### config.mk
export PLATFORM = sky130hd
export DESIGN_NAME = seven_bit_frame_receiver_top
export DESIGN_NICKNAME = d
export VERILOG_FILES = /design/src/design/frx_pkg.sv /design/src/design/frx_front.sv /design/src/design/frx_cmd_fifo.sv /design/src/design/frx_back.sv /design/src/design/seven_bit_frame_receiver_top.sv
export SDC_FILE = /design/constraint.sdc
export NUM_CORES = 1
export LEC_CHECK = 0
export BUFFER_PORTS_ARGS = -buffer_cell sky130_fd_sc_hd__buf_2
export CAP_MARGIN = 25
export CORE_ASPECT_RATIO = 1.4
export CORE_UTILIZATION = 40
export DETAILED_ROUTE_END_ITERATION = 12
export HOLD_SLACK_MARGIN = 0.08
export PLACE_DENSITY_LB_ADDON = 0.1
export SKIP_CTS_REPAIR_TIMING = 1
export SLEW_MARGIN = 20
export SYNTH_ARGS = -nofsm -noshare
export SYNTH_HDL_FRONTEND = slang
export SYNTH_SLANG_ARGS = --single-unit
### constraint.sdc
create_clock -name clk_i -period 3 [get_ports clk_i]
set_input_delay 0.3 -clock clk_i [delete_from_list [all_inputs] [get_ports clk_i]]
set_output_delay 0.3 -clock clk_i [all_outputs]
set_load 0.01 [all_outputs]
### src/design/frx_pkg.sv
// Shared types and constants of the seven-bit frame receiver.
package frx_pkg;

  localparam int BYTE_W = 8;
  localparam int DATA_W = 7;
  localparam int LEN_W  = 6;
  localparam int GRP_W  = 3;

  localparam logic [BYTE_W-1:0] BEGIN_BYTE = 8'hD4;
  localparam logic [BYTE_W-1:0] END_BYTE   = 8'h81;
  localparam int                TOP_BIT    = 7;

  localparam logic KIND_DATA = 1'b0;
  localparam logic KIND_ERR  = 1'b1;

  // Work handed from the front to the back.
  typedef struct packed {
    logic             is_err;
    logic [LEN_W-1:0] len;
  } cmd_t;

  // Store read request issued by the back.
  typedef struct packed {
    logic [LEN_W-1:0] pay_addr;
    logic [LEN_W-1:0] tail_addr;
  } rd_req_t;

  // Store read data returned to the back.
  typedef struct packed {
    logic [DATA_W-1:0] pay;
    logic [DATA_W-1:0] tail;
  } rd_data_t;

endpackage

### src/design/frx_front.sv
// Front: byte classification, frame store and command generation.
module frx_front import frx_pkg::*; #(
  parameter int BUF_DEPTH = 64
) (
  input  logic              clk_i,
  input  logic              rst_ni,
  input  logic              in_valid_i,
  output logic              in_stall_o,
  input  logic [BYTE_W-1:0] rx_byte_i,
  output logic              push_o,
  output cmd_t              push_cmd_o,
  input  logic              q_full_i,
  input  logic              frame_done_i,
  input  rd_req_t           rd_req_i,
  output rd_data_t          rd_data_o
);

  localparam int AW = (BUF_DEPTH > 1) ? $clog2(BUF_DEPTH) : 1;

  logic [DATA_W-1:0] mem [BUF_DEPTH];

  logic          receiving_q, receiving_d;
  logic [AW-1:0] cnt_q, cnt_d;
  logic          pend_q, pend_d;
  logic          accept;
  logic          wr_en;

  logic [LEN_W-1:0] len_l;
  logic [LEN_W:0]   tail_sum;
  logic [LEN_W-1:0] frame_n;

  assign in_stall_o = q_full_i || pend_q;
  assign accept     = in_valid_i && !in_stall_o;

  // n = L - ceil(L/8)
  assign len_l    = LEN_W'(cnt_q);
  assign tail_sum = ({1'b0, len_l} + (LEN_W+1)'(7)) >> 3;
  assign frame_n  = len_l - tail_sum[LEN_W-1:0];

  always_comb begin
    receiving_d = receiving_q;
    cnt_d       = cnt_q;
    pend_d      = pend_q && !frame_done_i;
    push_o      = 1'b0;
    push_cmd_o  = '{is_err: 1'b0, len: frame_n};
    wr_en       = 1'b0;
    if (accept) begin
      if (!receiving_q) begin
        if (rx_byte_i == BEGIN_BYTE) begin
          receiving_d = 1'b1;
          cnt_d       = '0;
        end
      end else if (rx_byte_i[TOP_BIT]) begin
        cnt_d = '0;
        if (rx_byte_i == END_BYTE) begin
          receiving_d = 1'b0;
          if (frame_n != '0) begin
            push_o = 1'b1;
            pend_d = 1'b1;
          end
        end else if (rx_byte_i == BEGIN_BYTE) begin
          receiving_d = 1'b1;
        end else begin
          receiving_d = 1'b0;
          push_o      = 1'b1;
          push_cmd_o  = '{is_err: 1'b1, len: '0};
        end
      end else begin
        wr_en = 1'b1;
        if (cnt_q == AW'(BUF_DEPTH - 1)) begin
          // overflow: drop the frame
          receiving_d = 1'b0;
          cnt_d       = '0;
          push_o      = 1'b1;
          push_cmd_o  = '{is_err: 1'b1, len: '0};
        end else begin
          cnt_d = cnt_q + AW'(1);
        end
      end
    end
  end

  always_ff @(posedge clk_i or negedge rst_ni) begin
    if (!rst_ni) begin
      receiving_q <= 1'b0;
      cnt_q       <= '0;
      pend_q      <= 1'b0;
    end else begin
      receiving_q <= receiving_d;
      cnt_q       <= cnt_d;
      pend_q      <= pend_d;
    end
  end

  always_ff @(posedge clk_i) begin
    if (wr_en) begin
      mem[cnt_q] <= rx_byte_i[DATA_W-1:0];
    end
    rd_data_o.pay  <= mem[rd_req_i.pay_addr[AW-1:0]];
    rd_data_o.tail <= mem[rd_req_i.tail_addr[AW-1:0]];
  end

endmodule

### src/design/frx_cmd_fifo.sv
// Two-entry command queue between front and back.
module frx_cmd_fifo import frx_pkg::*; (
  input  logic clk_i,
  input  logic rst_ni,
  input  logic push_i,
  input  cmd_t push_cmd_i,
  output logic full_o,
  input  logic pop_i,
  output logic valid_o,
  output cmd_t head_o
);

  localparam logic [1:0] DEPTH = 2'd2;

  cmd_t       entry_q [2];
  logic       wr_ptr_q, rd_ptr_q;
  logic [1:0] count_q;

  assign full_o  = (count_q == DEPTH);
  assign valid_o = (count_q != 2'd0);
  assign head_o  = entry_q[rd_ptr_q];

  always_ff @(posedge clk_i or negedge rst_ni) begin
    if (!rst_ni) begin
      wr_ptr_q <= 1'b0;
      rd_ptr_q <= 1'b0;
      count_q  <= 2'd0;
    end else begin
      if (push_i) begin
        wr_ptr_q <= !wr_ptr_q;
      end
      if (pop_i) begin
        rd_ptr_q <= !rd_ptr_q;
      end
      if (push_i && !pop_i) begin
        count_q <= count_q + 2'd1;
      end else if (pop_i && !push_i) begin
        count_q <= count_q - 2'd1;
      end
    end
  end

  always_ff @(posedge clk_i) begin
    if (push_i) begin
      entry_q[wr_ptr_q] <= push_cmd_i;
    end
  end

endmodule

### src/design/frx_back.sv
// Back: frame decode sequencer and output register.
module frx_back import frx_pkg::*; (
  input  logic              clk_i,
  input  logic              rst_ni,
  input  logic              q_valid_i,
  input  cmd_t              q_head_i,
  output logic              pop_o,
  output rd_req_t           rd_req_o,
  input  rd_data_t          rd_data_i,
  output logic              frame_done_o,
  output logic              out_valid_o,
  input  logic              out_stall_i,
  output logic              kind_o,
  output logic [BYTE_W-1:0] payload_byte_o,
  output logic [LEN_W-1:0]  frame_length_o,
  output logic              last_o
);

  typedef enum logic [1:0] {
    S_IDLE,
    S_RD,
    S_LD,
    S_ERR
  } state_e;

  state_e           state_q;
  logic [LEN_W-1:0] n_q;
  logic [LEN_W-1:0] idx_q;
  logic [GRP_W-1:0] grp_q;
  logic [GRP_W-1:0] bit_q;
  logic             slot_free;
  logic             is_last;
  logic             top_bit;

  assign slot_free = !out_valid_o || !out_stall_i;
  assign pop_o     = (state_q == S_IDLE) && q_valid_i;
  assign is_last   = (idx_q == n_q - LEN_W'(1));
  assign top_bit   = rd_data_i.tail[bit_q];

  assign rd_req_o.pay_addr  = idx_q;
  assign rd_req_o.tail_addr = n_q + LEN_W'(grp_q);

  always_ff @(posedge clk_i or negedge rst_ni) begin
    if (!rst_ni) begin
      state_q        <= S_IDLE;
      n_q            <= '0;
      idx_q          <= '0;
      grp_q          <= '0;
      bit_q          <= '0;
      frame_done_o   <= 1'b0;
      out_valid_o    <= 1'b0;
      kind_o         <= KIND_DATA;
      payload_byte_o <= '0;
      frame_length_o <= '0;
      last_o         <= 1'b0;
    end else begin
      frame_done_o <= 1'b0;
      if (!out_stall_i) begin
        out_valid_o <= 1'b0;
      end
      unique case (state_q)
        S_IDLE: begin
          if (q_valid_i) begin
            n_q   <= q_head_i.len;
            idx_q <= '0;
            grp_q <= '0;
            bit_q <= '0;
            state_q <= q_head_i.is_err ? S_ERR : S_RD;
          end
        end
        S_RD: begin
          // store data for idx_q arrives next cycle
          state_q <= S_LD;
        end
        S_LD: begin
          if (slot_free) begin
            out_valid_o    <= 1'b1;
            kind_o         <= KIND_DATA;
            payload_byte_o <= {top_bit, rd_data_i.pay};
            frame_length_o <= n_q;
            last_o         <= is_last;
            if (is_last) begin
              frame_done_o <= 1'b1;
              state_q      <= S_IDLE;
            end else begin
              idx_q <= idx_q + LEN_W'(1);
              if (bit_q == GRP_W'(6)) begin
                bit_q <= '0;
                grp_q <= grp_q + GRP_W'(1);
              end else begin
                bit_q <= bit_q + GRP_W'(1);
              end
              state_q <= S_RD;
            end
          end
        end
        S_ERR: begin
          if (slot_free) begin
            out_valid_o    <= 1'b1;
            kind_o         <= KIND_ERR;
            payload_byte_o <= '0;
            frame_length_o <= '0;
            last_o         <= 1'b1;
            state_q        <= S_IDLE;
          end
        end
        default: state_q <= S_IDLE;
      endcase
    end
  end

endmodule

### src/design/seven_bit_frame_receiver_top.sv
// Top level of the seven-bit frame receiver.
// Input channel: one line byte per transfer on rx_byte_i (in_valid_i/in_stall_o).
// Byte 0xD4 opens a frame, bytes below 0x80 are stored, 0x81 closes it.
// Output channel: one decoded byte or error per transfer (out_valid_o/out_stall_i),
// with kind_o, payload_byte_o, frame_length_o and last_o.
// A data byte or marker is taken whenever in_stall_o is low. After an end byte
// the back decodes the frame one payload byte at a time: a two-port store read
// (payload and tail byte), then a load of the output register, which waits while
// the output stalls. The end byte's command passes through the command queue first.
// While a frame is being decoded the input stalls, since the frame store is
// still being read; error results queue up in a two-entry command queue.
// An output stall holds the output register and the decode sequencer; the
// front keeps taking bytes until the command queue fills or a data frame is pending.
// Reset clears the receive state, queue and output valid; the store itself
// is not cleared, and no clearing pass is needed.
module seven_bit_frame_receiver_top import frx_pkg::*; #(
  parameter int BUF_DEPTH = 64
) (
  input  logic              clk_i,
  input  logic              rst_ni,
  input  logic              in_valid_i,
  output logic              in_stall_o,
  input  logic [BYTE_W-1:0] rx_byte_i,
  output logic              out_valid_o,
  input  logic              out_stall_i,
  output logic              kind_o,
  output logic [BYTE_W-1:0] payload_byte_o,
  output logic [LEN_W-1:0]  frame_length_o,
  output logic              last_o
);

  logic     push;
  cmd_t     push_cmd;
  logic     q_full;
  logic     q_valid;
  cmd_t     q_head;
  logic     pop;
  logic     frame_done;
  rd_req_t  rd_req;
  rd_data_t rd_data;

  frx_front #(
    .BUF_DEPTH(BUF_DEPTH)
  ) u_front (
    .clk_i       (clk_i),
    .rst_ni      (rst_ni),
    .in_valid_i  (in_valid_i),
    .in_stall_o  (in_stall_o),
    .rx_byte_i   (rx_byte_i),
    .push_o      (push),
    .push_cmd_o  (push_cmd),
    .q_full_i    (q_full),
    .frame_done_i(frame_done),
    .rd_req_i    (rd_req),
    .rd_data_o   (rd_data)
  );

  frx_cmd_fifo u_fifo (
    .clk_i     (clk_i),
    .rst_ni    (rst_ni),
    .push_i    (push),
    .push_cmd_i(push_cmd),
    .full_o    (q_full),
    .pop_i     (pop),
    .valid_o   (q_valid),
    .head_o    (q_head)
  );

  frx_back u_back (
    .clk_i         (clk_i),
    .rst_ni        (rst_ni),
    .q_valid_i     (q_valid),
    .q_head_i      (q_head),
    .pop_o         (pop),
    .rd_req_o      (rd_req),
    .rd_data_i     (rd_data),
    .frame_done_o  (frame_done),
    .out_valid_o   (out_valid_o),
    .out_stall_i   (out_stall_i),
    .kind_o        (kind_o),
    .payload_byte_o(payload_byte_o),
    .frame_length_o(frame_length_o),
    .last_o        (last_o)
  );

endmodule

==> results_dict.tcl <==
set metrics [dict create \
    synth_top_cell_by_area "edfxtp_1" \
    avgSynthCellArea_um2 18.4 \
    min_path_type "in -> reg" \
    post_route_cells_drive_above_1_share_pct 40.3 \
    post-place-ws_ps -177 \
    yosysMostFrequentCell "edfxtp_1" \
    maxCapViolations 0 \
    dr.pass1.iters 5 \
    clk_latency_ps 620 \
    cts_max_level 2 \
    grt.total_usage_pct 23.9 \
    totalWireLength_mm 75.7 \
    place_inst 2296 \
    setup_viol 2 \
    synth_area_leaders "edfxtp_1 (56%), mux4_2 (23%), dfrtp_1 (5.0%), mux2i_1 (4.8%), nor2_1 (1.3%)" \
    place.gp.congestion 0.809 \
    cp.required_ps 3550 \
    dieWidth_um 212 \
    cp_max_fo 6 \
    clk_pin_slew_worst_paths_ps 70 \
    fillerInstances 5103 \
    max_freq_ghz 0.330 \
    drc 0 \
    die_area_um2 63000 \
    start_kind "flip-flop" \
    synthesis.nets 1377 \
    antenna_found_initial 3 \
    grt_remaining_overflow 0 \
    ys_types 50 \
    core_um2 61000 \
    ant_nets 0 \
    cts.sinks 526 \
    grt_pass1_wl_mm 104 \
    tightest_slew_ps 880 \
    synth-main-ff-cell "edfxtp_1" \
    clock_path_buffers 3 \
    die_h_um 297 \
    synth_seq_area_share_pct 62.2 \
    synthTopCellsByCount "edfxtp_1 (462), mux4_2 (254), mux2i_1 (120), nor2_1 (83), clkbuf_1 (51)" \
    core.rowCount 107 \
    start_util_pct 40.6 \
    cts_inserted_buffers 53 \
    clock-root-buffer "clkbuf_16" \
    syn_inst 1350 \
    post_drt_via_cell_ratio 5.82 \
    grt_max_degree 65 \
    violations "negative setup slack" \
    power_density_nw_per_um2 1070 \
    wl_per_cell_um 31.1 \
    nNetsFinal 1596 \
    ff_latch_area_um2 15400 \
    synth-edff-count 462 \
    syn_to_final_growth_pct 20.1 \
    synth_area_um2 24800 \
    ios 30 \
    vias 14100 \
    synth_top_area_share_pct 56.0 \
    finalMaxSlewViolations 0 \
    slew_headroom_pct 41.3 \
    post-route-util_pct 48.8 \
    synth-seq-cells 526 \
    final_cells 2430 \
    grt_setup_unrepaired "yes" \
    arrival_ps 3580 \
    skew_ps 32.8 \
    end_kind "flip-flop" \
    design_power_total_w 0.0317 \
    multi_input_area_um2 9190 \
    hold_ws_ps 125 \
    setup_slack_ps -26.2 \
    hold_viol 0 \
    drt-initial-drc-count 1433 \
    grt_pass1_vias 14400 \
    period_share_pct 101 \
    worstSetupPathType "reg -> reg" \
    hpwl_mm 51.8 \
    ys_async_sr_fraction_pct 9.51 \
    power.leakage_nw 10.1 \
    io_buffers 29 \
    status "complete, but fails checks" \
    peakVddDrop_v 0.000674 \
    cts_tree "yes" \
    post-route-min-period_ps 3030 \
    ys_warn_count 0 \
]
cell type report:
| cell class | instances | share of cell area, % |
|---|---|---|
| Inverter | 13 | 0.164 |
| Tap cell | 817 | 3.43 |
| Sequential cell | 526 | 51.8 |
| Multi-Input combinational cell | 715 | 30.9 |
| Antenna cell | 2 | 0.0168 |
| Timing Repair Buffer | 260 | 8.07 |
| Clock inverter | 37 | 1.08 |
| Clock buffer | 60 | 4.61 |
cells by family (layout without fill, tap and decap cells):
| logic type | Yosys count | in the layout | share of synthesized area [%] |
|---|---|---|---|
| AOI/OAI and AO/OA | 89 | 89 | 2.15 |
| xor gates and xnor gates | 22 | 22 | 0.808 |
| adders and majority gates | 15 | 15 | 0.818 |
| buffers and inverters | 109 | 370 | 1.96 |
| DFF | 526 | 526 | 62.2 |
| muxes | 376 | 376 | 28.0 |
| other | 0 | 2 | 0 |
| and+or+nand+nor | 213 | 213 | 4.09 |
layout by cell type, fill, tap and decap left out, types with 3 or more instances in the layout:
cell	n
o21a_1	3
clkinv_1	9
mux2i_1	93
ha_1	10
nor2_1	83
edfxtp_1	462
clkinvlp_4	6
buf_8	4
nand3_1	13
a21o_1	3
nor3_1	6
buf_2	29
bufinv_16	5
buf_12	27
dfxtp_1	14
clkbuf_16	59
mux4_2	254
buf_4	188
dfrtp_1	47
clkbuf_1	5
mux2i_4	6
xor2_1	7
o31ai_1	7
o21ai_0	38
a21oi_1	14
nand2_1	44
a211oi_1	7
nand2b_1	19
dlygate4sd3_1	3
nand3b_1	3
inv_1	11
clkinv_2	15
mux2i_2	21
or3_1	5
and3_1	3
o211ai_1	3
xnor2_1	10
nor2b_1	12
and2_1	3
a31oi_1	4
path summary, 6_finish.rpt:
path                                       from                       end  slack (ps)  depth (start not counted)
setup / recovery                u_back.grp_q[0]      u_front.rd_data_o[2]         -30                         10
hold / removal                     rx_byte_i[6]        u_front.mem[23][6]         120                          1
setup reg to reg                u_back.grp_q[0]      u_front.rd_data_o[2]         -30                         10
hold reg to reg            u_front.rd_data_o[9]  u_back.payload_byte_o[2]         450                          2
max in group asynchronous                rst_ni  u_back.payload_byte_o[7]        1880                          3
min in group asynchronous                rst_ni          u_front.cnt_q[5]         360                          2
through the flow:
step | setup TNS (ps) | instance area (um^2)
6_report | -34.3 | 29800
5_1_grt | -578 | 29800
4_1_cts | -606 | 29000
3_5_place_dp | -437 | 27300
3_3_place_gp | -3200 | 27300
2_1_floorplan | 0 | 24800
worst max-delay path, stage by stage, from the launching register on:
cell       delay (ps)
dfrtp_1           410
ha_4              180
fa_4              870
buf_12            160
buf_12            140
clkbuf_16         150
mux4_2            180
mux2i_1            70
mux2i_1           490
mux2i_1           160
mux2i_1           150
routing by layer:
layer  share of wire (%)  track usage (%)
met5                   0                0
met4                 4.1             9.42
met3                 5.6             3.51
met2                  52             42.1
met1                  38             29.5
flip-flops by register name (all words and copies together) (netlist names), 6 cells and up:
name                   cells
u_fifo.entry_q            14
u_front.cnt_q              6
u_back.idx_q               6
u_back.payload_byte_o      8
u_back.n_q                 6
u_front.rd_data_o         14
u_back.frame_length_o      6
u_front.mem              448
where the power goes:
group	total [W]	internal [W]	switching (W)
logic	0.0165	0.00824	0.00824
clock network	0.00659	0.00371	0.00288
registers	0.00867	0.00831	0.000362
total	0.0317	0.0203	0.0115
(Power assumes the default switching activity.)
